$ cat config.mk
export PLATFORM = sky130hd
export DESIGN_NAME = run_length_encoder_guarded
export DESIGN_NICKNAME = d
export VERILOG_FILES = /design/src/sv/rleg_pkg.sv /design/src/sv/rleg_step.sv /design/src/sv/run_length_encoder_guarded.sv
export SDC_FILE = /design/constraint.sdc
export NUM_CORES = 1
export LEC_CHECK = 0
export BUFFER_PORTS_ARGS = -buffer_cell sky130_fd_sc_hd__buf_2
export CAP_MARGIN = 20
export CORE_MARGIN = 5
export CORE_UTILIZATION = 47
export CTS_CLUSTER_DIAMETER = 30
export CTS_CLUSTER_SIZE = 30
export DETAILED_ROUTE_END_ITERATION = 8
export GPL_TIMING_DRIVEN = 0
export MAX_ROUTING_LAYER = met4
export PLACE_DENSITY = 0.65
export SETUP_SLACK_MARGIN = 0.5
export SYNTH_ARGS = -nofsm -noshare
export SYNTH_HDL_FRONTEND = slang
export SYNTH_SLANG_ARGS = --single-unit
$ cat constraint.sdc
create_clock -name clk -period 7.8 [get_ports clk]
set_clock_uncertainty 0.1 [all_clocks]
set_input_delay 0.39 -clock clk [delete_from_list [all_inputs] [get_ports clk]]
set_output_delay 0.39 -clock clk [all_outputs]
set_load 0.01 [all_outputs]
$ cat src/sv/rleg_pkg.sv
// Shared types and constants for the guarded run-length encoder.
// No dependencies; imported by the step logic, the top level and the checker.
`default_nettype none

package rleg_pkg;

	localparam int WORD_W      = 64;
	localparam int SYMBOL_BITS = 64;
	localparam int COUNT_W     = 33;
	localparam int GUARD_W     = 32;
	localparam int MAX_RES     = 4;
	localparam int RES_CNT_W   = $clog2(MAX_RES + 1);
	localparam int RES_IDX_W   = $clog2(MAX_RES);

	localparam logic [GUARD_W-1:0] GUARD_RESET = GUARD_W'(255);
	localparam logic [WORD_W-1:0]  SYM_MASK    = {WORD_W{1'b1}} >> (WORD_W - SYMBOL_BITS);

	typedef enum logic {
		KIND_VALUE  = 1'b0,
		KIND_LENGTH = 1'b1
	} kind_t;

	typedef struct packed {
		kind_t             kind;
		logic [WORD_W-1:0] word;
		logic              item_done;
		logic              block_done;
	} res_t;

	typedef struct packed {
		logic               open;
		logic [WORD_W-1:0]  sym;
		logic [COUNT_W-1:0] cnt;
	} run_state_t;

endpackage

`default_nettype wire

$ cat src/sv/rleg_step.sv
// Combinational step of the encoder: run state, one symbol and the guard in,
// next run state and up to four result words out. Depends on rleg_pkg.
`default_nettype none

module rleg_step import rleg_pkg::*; (
	input  run_state_t                 cur,
	input  logic [WORD_W-1:0]          symbol,
	input  logic                       block_end,
	input  logic [GUARD_W-1:0]         guard,
	output run_state_t                 nxt,
	output res_t [MAX_RES-1:0]         res,
	output logic [RES_CNT_W-1:0]       n
);

	logic [WORD_W-1:0]    sym;
	logic [COUNT_W-1:0]   g;
	logic [COUNT_W-1:0]   c1;
	logic [COUNT_W-1:0]   cf;
	logic [COUNT_W-1:0]   cf2;
	logic [RES_IDX_W-1:0] npre;
	logic [RES_IDX_W-1:0] npre1;

	always_comb begin
		sym   = symbol & SYM_MASK;
		g     = (guard == '0) ? COUNT_W'(1) : {1'b0, guard};
		c1    = cur.cnt + COUNT_W'(1);
		cf    = (cur.cnt == '0) ? COUNT_W'(1) : cur.cnt;
		nxt   = cur;
		npre  = '0;
		for (int i = 0; i < MAX_RES; i++) begin
			res[i] = '{kind: KIND_VALUE, word: '0, item_done: 1'b0, block_done: 1'b0};
		end

		if (!cur.open) begin
			nxt.open = 1'b1;
			nxt.sym  = sym;
			nxt.cnt  = COUNT_W'(1);
		end else if (sym == cur.sym) begin
			// A run that grows past the guard sends out a full guard piece.
			if (c1 > g) begin
				res[0].kind = KIND_LENGTH;
				res[0].word = WORD_W'(g);
				npre        = RES_IDX_W'(1);
				nxt.cnt     = COUNT_W'(1);
			end else begin
				nxt.cnt = c1;
			end
		end else begin
			res[0].kind = KIND_VALUE;
			res[0].word = cur.sym & SYM_MASK;
			res[1].kind = KIND_LENGTH;
			res[1].word = WORD_W'(cf - COUNT_W'(1));
			npre        = RES_IDX_W'(2);
			nxt.sym     = sym;
			nxt.cnt     = COUNT_W'(1);
		end

		npre1 = npre + RES_IDX_W'(1);
		cf2   = (nxt.cnt == '0) ? COUNT_W'(1) : nxt.cnt;
		n     = RES_CNT_W'(npre);

		if (block_end) begin
			res[npre].kind        = KIND_VALUE;
			res[npre].word        = nxt.sym & SYM_MASK;
			res[npre1].kind       = KIND_LENGTH;
			res[npre1].word       = WORD_W'(cf2 - COUNT_W'(1));
			res[npre1].block_done = 1'b1;
			n                     = RES_CNT_W'(npre) + RES_CNT_W'(2);
			nxt                   = '0;
		end

		for (int i = 0; i < MAX_RES; i++) begin
			if (RES_CNT_W'(i) == n - RES_CNT_W'(1)) begin
				res[i].item_done = 1'b1;
			end
		end
	end

endmodule

`default_nettype wire

$ cat src/sv/run_length_encoder_guarded.sv
// Guarded run-length encoder. A symbol request is accepted in any cycle in which
// at most one result is still pending and being taken; its results appear in the
// cycle after acceptance, one per cycle while res_stall is low, from a four-entry
// output shift register. Items with zero or one result sustain one item per cycle
// while unstalled; an item with more results holds off the next symbol until its last
// result is taken. Reset clears the run state, empties the output and sets guard to 255.
`default_nettype none

module run_length_encoder_guarded import rleg_pkg::*; (
	input  logic               clk,
	input  logic               arst_n,
	input  logic               sym_valid,
	output logic               sym_stall,
	input  logic [WORD_W-1:0]  symbol,
	input  logic               block_end,
	output logic               res_valid,
	input  logic               res_stall,
	output logic               stream_kind,
	output logic [WORD_W-1:0]  out_word,
	output logic               item_done,
	output logic               block_done,
	input  logic               cfg_valid,
	output logic               cfg_ready,
	input  logic [GUARD_W-1:0] cfg_data
);

	run_state_t             state_q;
	run_state_t             state_nxt;
	logic [GUARD_W-1:0]     guard_q;
	res_t [MAX_RES-1:0]     buf_q;
	res_t [MAX_RES-1:0]     res;
	logic [RES_CNT_W-1:0]   rem_q;
	logic [RES_CNT_W-1:0]   n;
	logic                   accept;
	logic                   take;

	rleg_step u_step (
		.cur       (state_q),
		.symbol    (symbol),
		.block_end (block_end),
		.guard     (guard_q),
		.nxt       (state_nxt),
		.res       (res),
		.n         (n)
	);

	assign cfg_ready   = 1'b1;
	assign res_valid   = (rem_q != '0);
	assign take        = res_valid && !res_stall;
	// New results may load only once the pending ones are gone by the next edge.
	assign sym_stall   = (rem_q > RES_CNT_W'(1)) || ((rem_q == RES_CNT_W'(1)) && res_stall);
	assign accept      = sym_valid && !sym_stall;

	assign stream_kind = buf_q[0].kind;
	assign out_word    = buf_q[0].word;
	assign item_done   = buf_q[0].item_done;
	assign block_done  = buf_q[0].block_done;

	always_ff @(posedge clk or negedge arst_n) begin
		if (!arst_n) begin
			state_q <= '0;
			guard_q <= GUARD_RESET;
			rem_q   <= '0;
		end else begin
			if (cfg_valid && cfg_ready) begin
				guard_q <= cfg_data;
			end
			if (accept) begin
				state_q <= state_nxt;
				rem_q   <= n;
			end else if (take) begin
				rem_q <= rem_q - RES_CNT_W'(1);
			end
		end
	end

	always_ff @(posedge clk) begin
		if (accept) begin
			buf_q <= res;
		end else if (take) begin
			for (int i = 0; i < MAX_RES - 1; i++) begin
				buf_q[i] <= buf_q[i+1];
			end
		end
	end

endmodule

`default_nettype wire

# Yosys cells after proc, flatten, opt, wreduce, memory -nomap -nowiden
# Cells that the tools add are included.
# op_classes
reduce_logical	14
eq_ne	5
bitwise_logic	0
div	0
mux	40
n_shift	0
magnitude_cmp	6
addsub	7
n_mul	0
# ops
cell	count
bitwise mux 268 bit	5
demux 67 bit (select 2 bit)	5
2-to-1 mux 201 bit	2
2-to-1 mux 65 bit	5
2-to-1 mux 203 bit	1
2-to-1 mux 67 bit	2
2-to-1 mux 33 bit	4
2-to-1 mux 66 bit	2
2-to-1 mux 98 bit	1
2-to-1 mux 97 bit	1
subtractor 33 x 1 -> 34 bit, second input constant	2
logical NOT 33 bit	2
== test 64 bit	1
2-to-1 mux 64 bit	1
adder 33 x 1 -> 33 bit, second input constant	1
greater-than comparator 33 bit	1
logical NOT 32 bit	1
2-to-1 mux 32 bit	1
2-to-1 mux 3 bit	3
== test 2 x 3 -> 1 bit, first input constant	2
< comparator 2 x 3 -> 1 bit, second input constant	2
subtractor 3 x 1 -> 3 bit, second input constant	2
logical AND 1 bit	5
2-to-1 mux 1 bit	5
12 further kinds	15
# totals
word_cells	93
memories	0
in_bits	102
ff_bits	401
output_inout_bits	70
rom_bits	0
latchBits	0
mem_bits_rw	0

# Longest topological paths before layout
# depth
word_depth	18
depth_mapped	24

# Cells and area by module
# A second synthesis with hierarchy kept.
# hier_totals
cells_unflattened	2017
area_unflattened_um2	23684.0
# modules_own_cells
mod	seq_area_each_um2	area_per_inst_um2	instances	cells_per_inst
run_length_encoder_guarded	11385.9	16035.4	1	862
rleg_step	0.0	7648.6	1	1155

# Worst setup path after synthesis
# No wires, ideal clock.
# synth_path
path_type	reg2reg
start	register state_q[11] in the netlist's numbering
end	register buf_q[93] in the netlist's numbering, data pin
arrival_time_ns	5.009
path_slack_ns	2.426
t_required_ns	7.434
path_stages_with_launch	22
path_buffers	5
path_cell_list	dfrtp_1 buf_2 nand3_2 nor4_2 a31oi_1 or2_2 clkbuf_1 ha_1 nand4_1 nor4_1 nand4_1 mux2_2 a211oi_2 o21ai_1 clkbuf_1 buf_2 nor3_1 ha_1 clkbuf_1 mux2_2 a22oi_1 o21ai_1
# synth_via
elab_chain_cells	15
# synth_rtl
item	line_no	text
start: declaration	run_length_encoder_guarded.sv:27	run_state_t state_q;
start signal: assignment	run_length_encoder_guarded.sv:69	state_q <= state_nxt;
parallel branches: the longest is 13 deep, another holds subtractor 33 x 1 -> 34 bit	n/a	
2-to-1 mux 203 bit *	rleg_step.sv:62	if (block_end) begin
2-to-1 mux 201 bit *	run_length_encoder_guarded.sv:78	if (accept) begin
end signal: assignment	run_length_encoder_guarded.sv:79	buf_q <= res;
end signal: indexed assignment	run_length_encoder_guarded.sv:82	buf_q[i] <= buf_q[i+1];
end: declaration	run_length_encoder_guarded.sv:30	res_t [MAX_RES-1:0] buf_q;
# Every way passes the cells marked *.
# A chain may end at the register's enable or synchronous reset.

# Worst setup path in the final report
# layout_path
start	register state_q[0] in the netlist's numbering
end	register buf_q[95] in the netlist's numbering, data pin
# Same word-level chain as after synthesis.

==> impl_metrics.tcl <==
set metrics [dict create \
    status "completed" \
    vias_per_cell 6.11 \
    drt_pass1_iterations 7 \
    drv_cap 0 \
    p_leak_nw 11.2 \
    drtAntennaViolNets 0 \
    cts.sinks 399 \
    drive_gt1_share_pct 18.4 \
    ys_ff_latch 399 \
    clockBufferDepth 3 \
    grt_pass1_vias 18557 \
    path_class "reg -> reg" \
    final_hold_viol_count 0 \
    switching_power_w 0.00379 \
    p_int_w 0.00692 \
    place_hpwl_mm 58.6 \
    cts_tree "yes" \
    yosysUniqueCellTypes 79 \
    cp-start-kind "flop" \
    clkTransAtPathRegs_ns 0.05 \
    pwr-share-clk_pct 37.1 \
    grtUsageTotal_pct 32.9 \
    fmax_ghz 0.142 \
    r2r_cells 20 \
    htree_levels 3 \
    worstHoldPathType "in -> async" \
    required_ns 8.11 \
    dieWidth_um 223 \
    cp_max_fo 10 \
    r2r_slack_ns 0.77 \
    drc 0 \
    synthCells 2081 \
    wire_per_inst_um 25.7 \
    drv_slew 0 \
    io_pins 172 \
    synth_flop_cell "edfxtp_1" \
    synth_top_area_share_pct 37.3 \
    netlist_area_um2 21400 \
    relSlewSlack_pct 20.8 \
    routabilityCongestion 1.00 \
    yosysWarnings 0 \
    final_nets 2638 \
    drt-total-wl_mm 81.7 \
    synth_top_area_cell "edfxtp_1" \
    overflow 0 \
    r2r-start "state_q[0]$_DFFE_PN0P_" \
    initial_core_util_pct 47.4 \
    num_vias 19399 \
    synthTopCellsByArea "edfxtp_1 (37%), dfrtp_1 (15%), nand2_1 (5.7%)" \
    worstPathArrival_ns 7.35 \
    ctsRootBufferMaster "clkbuf_16" \
    num_antenna_cells 0 \
    placed_cells 2904 \
    syn_avg_cell_area_um2 10.3 \
    synth-edff-count 266 \
    core_um2 45200 \
    peakVddDrop_mv 0.220 \
    critPathCaptureType "flop" \
    antenna_found_initial 0 \
    rows 78 \
    final_util_pct 61.1 \
    yosysSeqAreaShare_pct 52.9 \
    die_h_um 223 \
    area_growth_pct 29.0 \
    final_cells 3175 \
    grt_pass1_wl_mm 120 \
    p_comb_share_pct 29.9 \
    cts_made_buffers 92 \
    rsz0062_at_grt "false" \
    r2r_end "buf_q[95]$_DFFE_PP_" \
    layout_common_cells "nand2_1 (326), edfxtp_1 (266), buf_2 (184)" \
    portBuffers 169 \
    power_density_nw_per_um2 388 \
    async_reset_ff_share_pct 33.3 \
    p_sw_share_pct 35.4 \
    period_share_pct 90.2 \
    worst_pin_slew_ns 1.19 \
    clkLatencyLatePin_ns 0.65 \
    tns_ns 0 \
    die_area_um2 49900 \
    whs_ns 0.198 \
    grt_max_degree 80 \
    drtIter0Drc 2783 \
    p_seq_share_pct 33.0 \
    period_needed_ns 7.03 \
    setup_violations 0 \
    layout_commonest_cell "nand2_1" \
]
==> worst max-delay path by stage <==
stage                            startpoint  slack, ns                   to
floorplan           state_q[11]$_DFFE_PN0P_       2.43  buf_q[93]$_DFFE_PP_
global placement     state_q[0]$_DFFE_PN0P_       0.42  buf_q[77]$_DFFE_PP_
detailed placement   state_q[0]$_DFFE_PN0P_       0.46  buf_q[95]$_DFFE_PP_
CTS                 state_q[23]$_DFFE_PN0P_       0.63  buf_q[95]$_DFFE_PP_
global route         state_q[0]$_DFFE_PN0P_       0.50  buf_q[95]$_DFFE_PP_
finish               state_q[0]$_DFFE_PN0P_       0.77  buf_q[95]$_DFFE_PP_
==> per-stage QoR <==
stage	total power [W]	setup slack, ns	cell area, um2
3_3_place_gp	0.00656	0.424	23200
4_1_cts	0.0106	0.632	27600
5_1_grt	0.0111	0.502	27600
2_1_floorplan	0.00536	2.43	21600
6_report	0.0107	0.768	27600
3_5_place_dp	0.00661	0.455	23300
==> area by class of cell <==
cell class / instances / area (um2)
Clock buffer: 102 / 2390
Sequential cell: 399 / 11300
Multi-Input combinational cell: 1442 / 8920
Clock inverter: 71 / 855
Fill cell: 3725 / 17600
Inverter: 64 / 240
Tap cell: 600 / 751
Buffer: 222 / 1120
Timing Repair Buffer: 275 / 2000
==> cells in the mapped netlist (all sizes together) (30+ instances only) <==
master  count
edfxtp    266
clkbuf    131
ha         40
nor3       38
nor4       37
nand4      45
o21ai     193
xnor2     100
nand3      32
a221o      46
dfrtp     125
inv        63
a21oi      70
nand2     326
a22o       49
buf        91
nor2       97
xor2       30
a22oi      39
a221oi     51
==> routing by layer <==
metal	routed length, um	track usage, %
met1	33500	44.7
met2	36500	48.7
met3	8950	8.05
met4	2850	10.9
met5	0	-
==> registers in the layout, indices dropped and copies added (netlist names) <==
signal and count:
item_done 1, out_word 64, guard_q 32, buf_q 199, stream_kind 1, rem_q 3, block_done 1, state_q 98
==> power groups by stage <==
| stage | registers, W | logic [W] | clock network (W) |
|---|---|---|---|
| after floorplan | 0.00345 | 0.00191 | 0 |
| after global placement | 0.00360 | 0.00297 | 0 |
| after detailed placement | 0.00355 | 0.00306 | 0 |
| after CTS | 0.00353 | 0.00312 | 0.00400 |
| after global routing | 0.00359 | 0.00339 | 0.00412 |
| final | 0.00354 | 0.00320 | 0.00397 |
==> worst max-delay path: stages, from the launching register on <==
cell      delay [ns]
dfrtp_1         0.40
buf_2           0.26
nand4_1         0.49
nor3_2          0.62
nand4_1         0.25
xnor2_1         0.44
ha_1            0.21
nand3_1         0.12
nor3_1          0.57
nand4_1         0.17
mux2_2          0.34
a211oi_2        0.30
o21ai_1         0.20
clkbuf_1        0.31
buf_2           0.31
nor3_1          0.17
ha_1            0.37
clkbuf_2        0.34
clkbuf_2        0.34
a21oi_1         0.09
o31ai_1         0.40
==> logic make-up (layout without fill, tap and decap cells) <==
group	count (synthesis)	count (layout)	synth area share, %
multiplexers	11	11	0.544
other	2	48	0.0351
AND/OR/NAND/NOR	664	664	14.7
AO/OA/AOI/OAI	549	549	17.8
flip-flops	399	399	52.9
buffers and inverters	286	734	6.30
adder cells (fa/ha/maj)	40	40	2.34
XOR/XNOR	130	130	5.32
==> timing repair <==
action | 4_1_cts | 5_1_grt
buffers inserted | 0 | 0
gates resized for setup | 1 | 10
endpoints found under the hold margin | 154 | 0
endpoints found under the setup margin | 2 | 18
hold buffers | 97 | 0
Note: power is estimated with default switching activity, not from simulation.
